## src/hdl/mexp_pkg.sv

```systemverilog
package mexp_pkg;

   // Width of every field and configuration register on the ports
   localparam int FIELD_BITS = 16;

   // Configuration register index width (two registers)
   localparam int CSR_INDEX_BITS = 1;

   // Configuration register indexes
   localparam logic [CSR_INDEX_BITS-1:0] CSR_EXPONENT = 1'b0;
   localparam logic [CSR_INDEX_BITS-1:0] CSR_MODULUS  = 1'b1;

   // Status of the bit-serial modular multiplier towards the sequencer
   typedef struct packed {
      logic busy;
      logic done;
   } mexp_mul_status_type;

endpackage

```

## src/hdl/mexp_mulmod.sv

```systemverilog
module mexp_mulmod import mexp_pkg::*; #(
   parameter int W = 16
) (
   input  logic                clock,
   input  logic                reset,
   input  logic                start,
   input  logic [W-1:0]        operand_a,
   input  logic [W-1:0]        operand_b,
   input  logic [W-1:0]        modulus,
   output mexp_mul_status_type status,
   output logic [W-1:0]        product
);

   localparam int CntW = $clog2(W + 1);
   localparam int TW   = W + 2;

   logic [W-1:0]        a_ff, a_in;
   logic [W-1:0]        b_ff, b_in;
   logic [W-1:0]        m_ff, m_in;
   logic [W-1:0]        r_ff, r_in;
   logic [CntW-1:0]     cnt_ff, cnt_in;
   mexp_mul_status_type status_ff, status_in;

   logic [TW-1:0] sum;
   logic [TW-1:0] m_once;
   logic [TW-1:0] m_twice;
   logic [W-1:0]  r_step;

   // One multiplier bit per cycle, MSB first: r = 2r + bit*a, folded below m.
   // With r < m and a < m the sum stays below 3m.
   always_comb begin
      sum     = TW'({r_ff, 1'b0}) + (b_ff[W-1] ? TW'(a_ff) : TW'(0));
      m_once  = TW'(m_ff);
      m_twice = TW'({m_ff, 1'b0});
      if (sum >= m_twice) begin
         r_step = W'(sum - m_twice);
      end else if (sum >= m_once) begin
         r_step = W'(sum - m_once);
      end else begin
         r_step = W'(sum);
      end
   end

   always_comb begin
      a_in      = a_ff;
      b_in      = b_ff;
      m_in      = m_ff;
      r_in      = r_ff;
      cnt_in    = cnt_ff;
      status_in = status_ff;
      status_in.done = 1'b0;
      if (start) begin
         a_in           = operand_a;
         b_in           = operand_b;
         m_in           = modulus;
         r_in           = '0;
         cnt_in         = CntW'(W);
         status_in.busy = 1'b1;
      end else if (status_ff.busy) begin
         r_in   = r_step;
         b_in   = {b_ff[W-2:0], 1'b0};
         cnt_in = cnt_ff - CntW'(1);
         if (cnt_ff == CntW'(1)) begin
            status_in.busy = 1'b0;
            status_in.done = 1'b1;
         end
      end
   end

   always_ff @(posedge clock) begin
      if (reset) begin
         status_ff <= '0;
      end else begin
         status_ff <= status_in;
      end
   end

   always_ff @(posedge clock) begin
      a_ff   <= a_in;
      b_ff   <= b_in;
      m_ff   <= m_in;
      r_ff   <= r_in;
      cnt_ff <= cnt_in;
   end

   assign status  = status_ff;
   assign product = r_ff;

endmodule
```

## config.mk

```make
export PLATFORM = sky130hd
export DESIGN_NAME = mexp_mulmod
export DESIGN_NICKNAME = d
export VERILOG_FILES = /design/src/hdl/mexp_pkg.sv /design/src/hdl/mexp_mulmod.sv
export SDC_FILE = /design/constraint.sdc
export NUM_CORES = 1
export LEC_CHECK = 0
export BUFFER_PORTS_ARGS = -buffer_cell sky130_fd_sc_hd__buf_2
export CORE_MARGIN = 10
export CORE_UTILIZATION = 30
export DETAILED_ROUTE_END_ITERATION = 8
export PLACE_DENSITY_LB_ADDON = 0.05
export SETUP_SLACK_MARGIN = 0.05
export SLEW_MARGIN = 10
export SYNTH_ARGS = -nofsm -noshare
export SYNTH_HDL_FRONTEND = slang
export SYNTH_SLANG_ARGS = --single-unit
```

## constraint.sdc

```tcl
create_clock -name clock -period 4.6 [get_ports clock]
set_input_delay 0.46 -clock clock [delete_from_list [all_inputs] [get_ports clock]]
set_output_delay 0.46 -clock clock [all_outputs]
set_load 0.005 [all_outputs]
```

Yosys cells after proc, flatten, opt, wreduce, memory -nomap -nowiden
Index checks and enable logic that the tools add are counted.
{"block": "totals", "out_inout_bits": 18, "ram_bits": 0, "word_cells": 25, "latch_bits": 0, "mem_count": 0, "romBits": 0, "register_bits": 71}
{"block": "op_classes", "addsub": 4, "shifts": 0, "reduce_logical": 2, "eq_ne": 1, "n_mux": 8, "bitwise_logic": 1, "multipliers": 0, "n_div": 0, "n_lt_le_gt_ge": 2}
{"op": "16-bit two-way mux", "n": 5}
{"op": "16-bit subtractor", "n": 2}
{"op": "17-bit by 16-bit adder with 18-bit output", "n": 1}
{"op": "18-bit by 16-bit >= comparator with 1-bit output", "n": 1}
{"op": "18-bit by 17-bit >= comparator with 1-bit output", "n": 1}
{"op": "5-bit by 1-bit == test with 1-bit output, second input constant", "n": 1}
{"op": "5-bit by 1-bit subtractor with 5-bit output, second input constant", "n": 1}
{"op": "2-bit two-way mux", "n": 2}
{"op": "3-bit OR reduction", "n": 1}
{"op": "2-bit nonzero test", "n": 1}
{"op": "1-bit two-way mux", "n": 1}
{"op": "1-bit inverter", "n": 1}

Longest topological paths before layout
Gate-level depths: netlist of run 1.
{"block": "depth", "depth_word": 5, "ltp_mapped": 21, "mapped_depth_nobuf": 19}

Worst setup path before layout of run 1
OpenSTA, ideal clock, no wires.
{"block": "synth_timing", "kind": "reg-to-reg", "startpoint": "register b_ff[15]", "endpoint": "register r_ff[5] (netlist: product[5])", "slack_ns": 0.282, "arrival_ns": 4.230, "stages_incl_launch_ff": 19, "n_path_buf": 1, "path_cell_list": "edfxtp_1 clkbuf_1 and2_1 ha_1 o211ai_1 nand2_1 a31oi_1 o31ai_1 or4b_2 nand3_1 ha_1 nand4_1 o41ai_1 o221ai_1 a21oi_1 a31o_4 nor2_4 or3_1 a311oi_2"}
{"block": "synth_between", "elab_chain_cells": 5, "elab_cells_between_ends": 8, "cone_classes": "add/sub (3); order compare (2); mux (3)"}
{"element": "from (decl)", "line_no": "mexp_mulmod.sv:18", "source": "logic [W-1:0] b_ff, b_in;"}
{"element": "from (signal assigned)", "line_no": "mexp_mulmod.sv:80", "source": "b_ff <= b_in;"}
{"element": "16-bit two-way mux *", "line_no": "mexp_mulmod.sv:32", "source": "sum = TW'({r_ff, 1'b0}) + (b_ff[W-1] ? TW'(a_ff) : TW'(0));"}
{"element": "17-bit by 16-bit adder with 18-bit output *", "line_no": "mexp_mulmod.sv:32"}
{"element": "16-bit subtractor or 18-bit by 16-bit >= comparator with 1-bit output (tied branches)", "line_no": "mexp_mulmod.sv:38, mexp_mulmod.sv:37"}
{"element": "16-bit two-way mux", "line_no": "mexp_mulmod.sv:37", "source": "end else if (sum >= m_once) begin"}
{"element": "16-bit two-way mux *", "line_no": "mexp_mulmod.sv:35", "source": "if (sum >= m_twice) begin"}
{"element": "to (signal assigned)", "line_no": "mexp_mulmod.sv:82", "source": "r_ff <= r_in;"}
{"element": "to (decl)", "line_no": "mexp_mulmod.sv:20", "source": "logic [W-1:0] r_ff, r_in;"}
Mark *: on every way between the ends. The rest lies on a longest branch, timed or not.
A chain may end at the register's enable or synchronous reset.

Worst setup path after layout of run 1
Same ends and word-level chain as after synthesis.

==> results of run 1 <==
-- cells in the mapped netlist (all sizes together), types with 3 or more instances --
library cell / number
ha: 49
edfxtp: 48
nor2: 36
inv: 33
a21oi: 32
xnor2: 27
dfxtp: 23
o21ai: 23
nand2: 20
and2: 18
mux2: 16
a21o: 15
a211oi: 14
nor3: 12
mux2i: 11
nand3: 11
nand2b: 9
xor2: 9
a31oi: 8
buf: 8
o211ai: 7
o21a: 7
o22ai: 7
nand4: 6
nor2b: 6
clkbuf: 5
nor4: 5
o221ai: 5
a21boi: 4
and3: 4
or2: 4
a22oi: 3
fa: 3
o31a: 3
or3: 3
or4b: 3
-- power by group through the flow --
stage          combinational, mW  clock (mW)  sequential [mW]
4_1_cts                     3.05       0.814            0.862
5_1_grt                     3.64       0.839            0.879
3_5_place_dp                2.92           0            0.873
6_report                    3.33       0.789            0.866
3_3_place_gp                2.92           0            0.874
2_1_floorplan               1.85           0            0.851
-- through the flow --
stage | setup slack [ps] | area (sq um) | hold slack, ps
2_1_floorplan | 282 | 5180 | 469
3_3_place_gp | -73.0 | 6310 | 485
3_5_place_dp | -135 | 6310 | 490
4_1_cts | 54.3 | 6730 | 266
5_1_grt | 9.15 | 7040 | 261
6_report | 247 | 7040 | 280
-- cell families (layout without fill, tap and decap cells) --
| kind of cell | count (synthesis) | count (layout) | synth area share |
|---|---|---|---|
| AOI/OAI and AO/OA | 149 | 149 | 0.197 |
| xor gates and xnor gates | 36 | 36 | 0.0609 |
| adders and majority gates | 52 | 52 | 0.130 |
| buffers and inverters | 46 | 201 | 0.0355 |
| DFF | 71 | 71 | 0.367 |
| muxes | 27 | 27 | 0.0560 |
| and+or+nand+nor | 146 | 146 | 0.154 |
-- routing by layer --
layer / global-route usage / vias to the layer above
li1: - / 2296
met1: 0.185 / 2163
met2: 0.236 / 94
met3: 0.0388 / 12
met4: 0.0342 / 0
met5: 0 / -
-- area by class of cell --
cell class	count	area, sq um
repair buffers	152	1010
clock inverters	7	103
flip-flops and latches	71	1900
inverters	33	124
multi-input cells	410	3400
clock buffers	9	225
well taps	220	275
fillers	1692	9720
-- timing repair --
item	4_1_cts	5_1_grt
setup endpoints to repair	12	16
pin swaps	6	21
gates cloned	0	0
gates resized for setup	8	46
setup buffers	4	6
-- layout by cell type, fill, tap and decap left out, types with 7 or more instances in the layout --
cell type | netlist | layout
buf_4 | 0 | 78
buf_2 | 3 | 68
edfxtp_1 | 48 | 48
ha_1 | 49 | 38
nor2_1 | 35 | 35
inv_1 | 33 | 32
a21oi_1 | 32 | 29
xnor2_1 | 27 | 25
dfxtp_1 | 23 | 23
o21ai_0 | 22 | 22
nand2_1 | 20 | 19
and2_1 | 18 | 17
mux2_2 | 16 | 16
a21o_1 | 15 | 15
a211oi_1 | 14 | 12
nor3_1 | 11 | 11
nand3_1 | 11 | 9
xor2_1 | 9 | 9
ha_4 | 0 | 9
clkbuf_16 | 0 | 9
nand2b_1 | 9 | 8
o211ai_1 | 7 | 7
o21a_1 | 7 | 7
mux2i_1 | 11 | 7
-- sequential cells by signal, indices dropped and copies added, names as in the netlist --
name	count
a_ff	16
b_ff	16
m_ff	16
product	16
cnt_ff	5
status	2
-- worst paths after layout --
kind / to / startpoint
worst max-delay path: product[5] / b_ff[15]
worst min-delay path: m_ff[11] / modulus[11]
worst max register to register: product[5] / b_ff[15]
worst min register to register: cnt_ff[1] / cnt_ff[1]
==> results.txt, run 1 <==
----------------------------------------------------
[Run status]
  Outcome ... finished, final reports clean

[Power]
  Switching fraction of total power ... 0.418
  Internal power of the cells ... 2.90 mW
  Power per standard cell area ... 707 nW/um^2
  Leak Pwr ... 3.11 nW
  Portion of total power attributed to the clock network ... 0.158
  Share of total power in combinational logic ... 0.668
  Sw Pwr ... roughly 2.1 mW
  Power share of the sequential group ... 0.174
  Worst VDD drop ... 282 uV
  Design Power ... between 4 and 5 mW

[Global route]
  Number of antenna violations at the first check in global routing ... 0
  First-pass GRT wire length ... about 25000 um
  GR Util All Layers ... 0.145
  Vias in the first global route ... around 4700
  Pin count of the biggest net entering global routing ... 30
  Total global routing overflow ... 0

[Routing]
  Ratio of routed vias to standard cells ... 5.06
  WL met1 ... between 7000 and 8000 um
  Drt pass-1 iters ... 5
  Highest metal layer with signal wires ... met4
  DRC Markers ... 0
  Residual antenna-violating net count after detailed routing ... 0
  Met2 Wirelength ... 7790 um
  Total wire length ... around 16000 um
  Routed length on met3 ... 747 um
  Iteration-0 DRC count of the detailed router ... around 330
  Wire length per cell after detailed routing ... ~18 um
  Total via count after detailed routing ... between 4000 and 5000

[STA]
  Measured slew at the worst slew-check pin ... ~670 ps
  Post-layout minimum cycle time ... between 4000 and 5000 ps
  Final number of setup-violating endpoints ... 0
  RSZ-0062 raised after global routing ... no
  Highest clock frequency the design can meet ... between 200 and 250 MHz
  Total count of hold-check failures in the final report ... 0
  Max-slew violation count ... 0
  Slew margin rel. ... 0.555
  Setup TNS after final layout ... 0 ps
  Period utilization ... 0.946
  Clock Skew ... approximately 10 ps

[CTS]
  Depth of the CTS H-tree ... 3
  Sinks on the clock net ... 71
  Number of buffers created by CTS ... 9
  CTS tree ... done
  CTS Hold Bufs ... 0
  Clock slew at the register clock pins of the worst setup and hold paths ... approximately 70 ps
  Root Driver ... clkbuf_16
  Buffer depth of the longest clock path ... 2
  Clock network latency to the later pin of the worst-skew pair ... 350 ps

[Logic synthesis]
  Share of Yosys cell area claimed by the top area cell type ... 0.278
  Post-synthesis instance area ... about 5200 sq um
  Post-synthesis register bit count ... 71
  Number of library cell types mapped by synthesis ... 66
  Number of flops mapped to enable cells by yosys ... between 40 and 50
  Sequential area share after synthesis ... 0.367
  Net Count, Synth ... 630
  Post-synth ARST share ... 0
  Count of warnings emitted by yosys ... 0
  Cells taking the most area after synthesis ... edfxtp_1, ha_1, dfxtp_1
  Yosys top cell by area ... edfxtp_1
  Predominant post-synthesis flop cell ... edfxtp_1
  Synth Area per Inst ... about 9.8 sq um
  Post-Syn Instances ... approximately 530

[Worst setup path]
  Number of buffers and inverters on the critical path ... 4
  Worst path cell trace ... buf_6 -> and2_1 -> ha_4 -> o211ai_1 -> o21ai_2 -> nor3_4 -> o31ai_2 -> buf_4 -> xnor2_1 -> buf_4 -> ha_2 -> a21oi_2 -> o211ai_1 -> a21oi_1 -> o21a_1 -> o211ai_1 -> buf_4 -> or4b_4 -> a311oi_2
  CP Data Required Time ... slightly below 5000 ps
  Count of cell instances traversed by the critical path ... 19
  Worst-path maximum fanout ... 9
  Worst Setup End Kind ... flop
  Largest stage delay on the critical path ... roughly 480 ps
  Slowest stage cell, crit path ... or4b_4
  Setup slack on the worst flop-to-flop path ... about 250 ps
  Crit path launch type ... flop
  R2R depth ... 19
  Worst path arrival time ... between 4000 and 5000 ps
  Kind of cell with the highest combined delay on the critical path ... compound AO/OA/AOI/OAI gates
  Setup CP Type ... reg2reg

[Final layout]
  Core utilization of the finished layout ... 0.420
  Number of cells in the finished layout apart from fillers ... 902
  Synth-to-layout area growth ... 36.0%
  Share of cells above drive strength 1 ... 0.343
  Number of nets in the layout ... just under 800
  Diode count ... 0

[Floorplanning]
  Vertical die dimension ... between 150 and 200 um
  Initial cell density of the core ... 0.309
  DIE AREA ... 22900 sq um
  Io pins ... around 70
  Cell Rows ... 47
  Horizontal die dimension ... between 150 and 200 um
  Core Region ... between 15000 and 20000 sq um

[Place]
  Placed cell count ... roughly 900
  Number of buffer cells added on primary ports ... 68
  DP HPWL ... around 13000 um
  Weighted congestion at the end of routability-driven global placement ... 0.877

[Hold path]
  Worst hold path cell count ... 1
  Worst min-delay path category ... in2reg

[Flow run]
  Max-Cap Viols ... 0

----------------------------------------------------
Note: power is estimated with default switching activity, not from simulation.
==> run 2, diff against run 1 <==
==> constraint.sdc (replaced) <==
create_clock -name clock -period 3.9 [get_ports clock]
set_input_delay 0.39 -clock clock [delete_from_list [all_inputs] [get_ports clock]]
set_output_delay 0.39 -clock clock [all_outputs]
set_load 0.005 [all_outputs]
==> run 2 against run 1 <==
Effect of this change:
- the flow now finishes with violations (setup timing)
- core utilization is 5.6 points higher
- worst hold slack worse by 63 ps
- sequential power is 18% higher
- count of clock-buffer cells in the layout stayed put
- combinational power is 52% higher
- cell count is 8.4% higher
- die area stayed put
- clock power is 4.7% higher
- cell area is 13% higher
- via count is 7.3% higher
- non-clock buffer count is 76 higher
- critical endpoint unchanged
- largest power group unchanged
- highest routed layer unchanged
==> results.txt, run 2 (synthesis results as in run 1) <==
----------------------------------------------------
[Final layout]
  Core utilization of the finished layout ... 0.476
  Share of cells above drive strength 1 ... 0.471
  Synth-to-layout area growth ... 54.0%
  Diode count ... 0
  Area occupied by registers ... between 1500 and 2000 sq um
  Number of nets in the layout ... 856
  Commonest cells after routing, fill and taps aside ... buf_4, buf_2, edfxtp_1, ha_1
  Area of the multi-input gates ... approximately 3800 sq um
  Most common library cell in the layout ignoring fill and taps ... buf_4
  Filler instances ... 1596

[Floorplanning]
  Io pins ... between 60 and 70
  Horizontal die dimension ... 151 um
  DIE AREA ... 22900 sq um
  Core Region ... 16800 sq um
  Cell Rows ... 47
  Vertical die dimension ... 151 um
  Initial cell density of the core ... 0.309

[Global route]
  Total global routing overflow ... 0
  GR Util All Layers ... 0.153
  Vias in the first global route ... 5166
  First-pass GRT wire length ... around 27000 um
  Number of antenna violations at the first check in global routing ... 0
  Pin count of the biggest net entering global routing ... 41

[Worst setup path]
  Worst-path maximum fanout ... 6
  Setup slack on the worst flop-to-flop path ... -520 ps
  Setup CP Type ... reg2reg
  CP Data Required Time ... 4160 ps
  R2R depth ... 18
  Worst Setup End Kind ... flop
  Worst path arrival time ... 4680 ps
  Worst r2r dst ... product[5]
  Worst flop-to-flop path startpoint ... b_ff[15]
  Crit path launch type ... flop

[Place]
  Weighted congestion at the end of routability-driven global placement ... between 0.8 and 0.9
  DP HPWL ... about 14000 um
  Number of buffer cells added on primary ports ... between 60 and 70

[CTS]
  CTS Hold Bufs ... 0
  CTS tree ... done
  Root Driver ... clkbuf_16
  Sinks on the clock net ... between 70 and 80
  Clock network latency to the later pin of the worst-skew pair ... 340 ps
  Buffer depth of the longest clock path ... 2
  Clock slew at the register clock pins of the worst setup and hold paths ... about 60 ps
  Depth of the CTS H-tree ... 3
  Number of buffers created by CTS ... 9

[STA]
  Worst-case hold slack ... 217 ps
  Max-slew violation count ... 0
  Slew margin rel. ... 0.258
  Period utilization ... 1.13
  Post-route worst setup slack ... -519 ps
  Total count of hold-check failures in the final report ... 0
  Post-layout minimum cycle time ... around 4400 ps
  RSZ-0062 raised after global routing ... yes
  Clock Skew ... approximately 6.9 ps
  Final number of setup-violating endpoints ... 16
  Measured slew at the worst slew-check pin ... ~1100 ps
  Highest clock frequency the design can meet ... around 230 MHz

[Routing]
  Iteration-0 DRC count of the detailed router ... between 150 and 200
  Residual antenna-violating net count after detailed routing ... 0
  Drt pass-1 iters ... 4
  Total via count after detailed routing ... 4899
  DRC Markers ... 0
  Total wire length ... ~17000 um
  Ratio of routed vias to standard cells ... approximately 5
  Wire length per cell after detailed routing ... 17.6 um

[Hold path]
  Hold endpoint ... status[1]
  Worst min-delay path category ... in2reg
  Startpoint of the lowest-slack hold path ... reset
  Worst hold path cell count ... 2

[Power]
  Leak Pwr ... between 3 and 4 nW
  Worst VDD drop ... a little over 400 uV
  Power per standard cell area ... about 870 nW/um^2
  Design Power ... about 6.9 mW

[Flow run]
  Max-Cap Viols ... 0

[Run status]
  Failing checks ... setup timing
  Outcome ... complete, but fails checks

----------------------------------------------------
[run 2: cell types whose count changed in the layout (fill, tap and decap cells not counted), sizes merged]
| cell | before | now |
|---|---|---|
| clkinv | 1 | 0 |
| inv | 36 | 38 |
| bufinv | 2 | 0 |
| clkinvlp | 1 | 2 |
| buf | 152 | 228 |
[run 2: layout make-up]
class                           instances  area share
Multi-Input combinational cell        410       0.473
Clock buffer                            9      0.0282
Tap cell                              220      0.0345
Timing Repair Buffer                  228       0.202
Sequential cell                        71       0.238
Inverter                               33      0.0155
Clock inverter                          7     0.00769
[run 2: critical path, stage by stage (launching register included)]
cell      delay [ps]
edfxtp_1         500
buf_6            180
and2_4           130
ha_4             210
a21o_1           200
or3_4            340
o221a_4          260
o221ai_4         240
a21boi_4         310
ha_4             250
and3_4           190
o21a_1           120
o21ai_2           80
buf_4            150
a21oi_2           70
a31o_4           260
buf_6            130
or4b_4           500
a311oi_2         190
[run 2: per-stage QoR]
stage	area (sq um)	worst slack [ps]	cells	TNS, ps
2_1_floorplan	5410	-66.0	527	-81.7
3_3_place_gp	7010	-599	940	-8010
6_report	7980	-519	978	-6700
4_1_cts	7740	-497	972	-6490
3_5_place_dp	7010	-667	940	-9140
5_1_grt	7980	-673	978	-9570
[run 2: metal layers]
metal / up-vias / part of all wire / track usage
li1: 2452 / - / -
met1: 2353 / 0.46 / 0.194
met2: 75 / 0.49 / 0.261
met3: 19 / 0.035 / 0.0233
met4: 0 / 0.015 / 0.0481
met5: - / 0 / 0
[run 2: where the power goes]
| part | internal, mW | total, mW | leakage, nW | switching [mW] |
|---|---|---|---|---|
| clock | 0.445 | 0.826 | 0.135 | 0.382 |
| sequential | 0.923 | 1.02 | 0.664 | 0.0942 |
| combinational | 2.68 | 5.07 | 2.76 | 2.39 |
| total | 4.05 | 6.91 | 3.56 | 2.87 |
[run 2: worst max path at each step]
stage / startpoint / endpoint / slack (ps) / cells past startpoint
3_5_place_dp: b_ff[15] / product[0] / -670 / 19
4_1_cts: b_ff[15] / product[0] / -500 / 21
6_report: b_ff[15] / product[5] / -520 / 18
2_1_floorplan: b_ff[15] / product[5] / -70 / 17
5_1_grt: b_ff[15] / product[12] / -670 / 22
3_3_place_gp: b_ff[15] / product[9] / -600 / 19
[run 2: repair_timing]
action / in CTS / in global routing
setup endpoints to repair: 16 / 16
gates resized for setup: 58 / 41
pin swaps: 24 / 24
buffers inserted: 16 / 6
==> run 3, diff against run 2 <==
--- a/config.mk
+++ b/config.mk
@@ -11,6 +11,7 @@
 export DETAILED_ROUTE_END_ITERATION = 8
 export PLACE_DENSITY_LB_ADDON = 0.05
 export SETUP_SLACK_MARGIN = 0.05
+export SKIP_LAST_GASP = 1
 export SLEW_MARGIN = 10
 export SYNTH_ARGS = -nofsm -noshare
 export SYNTH_HDL_FRONTEND = slang
==> run 3 against run 2 <==
Effect of this change:
- the run still ends with setup timing left
- clock power barely moved
- critical path depth did not move
- sequential share of layout area rose by 0.11 points
- highest routed layer unchanged
- maximum frequency rose by 0.26%
- sequential cell count did not move
- global-route usage did not move
- sequential power barely moved
- combinational power fell by 1%
- clock skew barely moved
- worst setup slack improved by 11 ps
- critical path type unchanged
==> results.txt, run 3 (synthesis results as in run 1) <==
----------------------------------------------------
[STA]
  Measured slew at the worst slew-check pin ... 1030 ps
  Total count of hold-check failures in the final report ... 0
  RSZ-0062 raised after global routing ... yes
  Highest clock frequency the design can meet ... roughly 230 MHz
  Post-layout minimum cycle time ... ~4400 ps
  Final number of setup-violating endpoints ... 16
  Max-slew violation count ... 0
  Post-route worst setup slack ... -508 ps
  Slew margin rel. ... 0.311
  Setup TNS after final layout ... -6560 ps
  Clock Skew ... between 6 and 7 ps
  Period utilization ... 1.13

[Floorplanning]
  Cell Rows ... 47
  Vertical die dimension ... between 150 and 200 um
  Core Region ... 16800 sq um
  Horizontal die dimension ... 151 um
  Initial cell density of the core ... 0.309
  Io pins ... a little under 70
  DIE AREA ... about 23000 sq um

[CTS]
  Sinks on the clock net ... 71
  Buffer depth of the longest clock path ... 2
  CTS Hold Bufs ... 0
  Number of buffers created by CTS ... 9
  Clock network latency to the later pin of the worst-skew pair ... 340 ps
  Depth of the CTS H-tree ... 3
  Root Driver ... clkbuf_16
  Clock slew at the register clock pins of the worst setup and hold paths ... 60 ps
  CTS tree ... done

[Worst setup path]
  CP Data Required Time ... 4160 ps
  Worst Setup End Kind ... flop
  R2R depth ... 18
  Setup slack on the worst flop-to-flop path ... -510 ps
  Worst flop-to-flop path startpoint ... b_ff[15]
  Beginning of the critical path ... b_ff[15]
  Worst-path maximum fanout ... 6
  Worst r2r dst ... product[5]
  Crit path launch type ... flop
  Critical path capture point ... product[5]
  Worst path arrival time ... 4660 ps
  Setup CP Type ... reg2reg

[Final layout]
  Area occupied by registers ... 1900 sq um
  Synth-to-layout area growth ... 53.3%
  Filler instances ... 1600
  Diode count ... 0
  Number of nets in the layout ... approximately 860
  Most common library cell in the layout ignoring fill and taps ... buf_4
  Share of cells above drive strength 1 ... 0.462
  Area of the multi-input gates ... ~3700 sq um
  Commonest cells after routing, fill and taps aside ... buf_4, buf_2, edfxtp_1, ha_1, nor2_1

[Global route]
  Pin count of the biggest net entering global routing ... 41
  GR Util met3 ... 0.0233
  Total global routing overflow ... 0
  Number of antenna violations at the first check in global routing ... 0
  GRT met2 Usage ... 0.261
  Vias in the first global route ... approximately 5200
  First-pass GRT wire length ... 27300 um
  GR Util All Layers ... 0.153
  Met1 track demand over resource ... 0.194
  Global-route layer with the greatest usage ... met2

[Hold path]
  Worst min-delay path category ... in2reg

[Power]
  Design Power ... around 6.9 mW
  Worst VDD drop ... slightly above 400 uV
  Power per standard cell area ... approximately 860 nW/um^2
  Leak Pwr ... around 3.5 nW

[Place]
  DP HPWL ... between 10000 and 15000 um
  Number of buffer cells added on primary ports ... about 70
  Weighted congestion at the end of routability-driven global placement ... 0.822

[Routing]
  DRC Markers ... 0
  Total wire length ... 17100 um
  Drt pass-1 iters ... 5
  Wire length per cell after detailed routing ... approximately 18 um
  Ratio of routed vias to standard cells ... 5.01
  Total via count after detailed routing ... slightly below 5000
  Residual antenna-violating net count after detailed routing ... 0
  Iteration-0 DRC count of the detailed router ... 200

[Run status]
  Failing checks ... setup timing
  Outcome ... complete, but fails checks

[Flow run]
  Max-Cap Viols ... 0

----------------------------------------------------
[run 3: worst max-delay path, stage by stage, from the launching register on]
cell	delay (ps)
edfxtp_1	500
buf_6	180
and2_4	130
ha_4	210
a21o_1	200
or3_4	340
o221a_4	260
o221ai_4	240
a21boi_4	310
ha_4	250
and3_4	190
o21a_1	120
o21ai_2	80
buf_4	150
a21oi_2	70
a31o_4	260
buf_6	130
or4b_4	500
a311oi_2	190
[run 3: cell type report]
cell class / count / area share
Multi-Input combinational cell: 410 / 0.471
Sequential cell: 71 / 0.240
Timing Repair Buffer: 228 / 0.203
Tap cell: 220 / 0.0347
Clock buffer: 9 / 0.0284
Inverter: 33 / 0.0156
Clock inverter: 7 / 0.00772
[run 3: timing repair]
item / 4_1_cts / 5_1_grt
buffers inserted: 16 / 6
pin swaps: 24 / 22
setup endpoints to repair: 16 / 16
gates cloned: 0 / 0
gates resized for setup: 58 / 32
[run 3: worst min-delay path by stage]
stage	cells past startpoint	slack [ps]	start	endpoint
after floorplan	1	460	reset	status[1]
after detailed placement	2	500	cnt_ff[1]	cnt_ff[1]
after global routing	1	210	modulus[8]	m_ff[8]
final	2	220	reset	status[1]
after global placement	2	480	cnt_ff[1]	cnt_ff[1]
after CTS	1	210	modulus[9]	m_ff[9]
[run 3: power breakdown]
part / internal [mW] / switching [mW] / total (mW)
Clock: 0.445 / 0.379 / 0.824
Combinational: 2.65 / 2.36 / 5.02
Sequential: 0.923 / 0.0925 / 1.02
[run 3: routing by layer]
layer  wire length (um)  share of wire
met5                  0              0
met4                272          0.016
met3                547          0.032
met2               8470           0.49
met1               7860           0.46
[run 3: per-stage QoR]
stage               hold WS (ps)  worst slack, ps  area (sq um)  utilization  std cells
floorplan                    463            -66.0          5410            -        527
global placement             482             -599          7010        0.418        940
detailed placement           497             -667          7010        0.418        940
CTS                          205             -497          7740        0.462        972
global route                 209             -675          7940        0.474        978
finish                       217             -508          7940        0.474        978
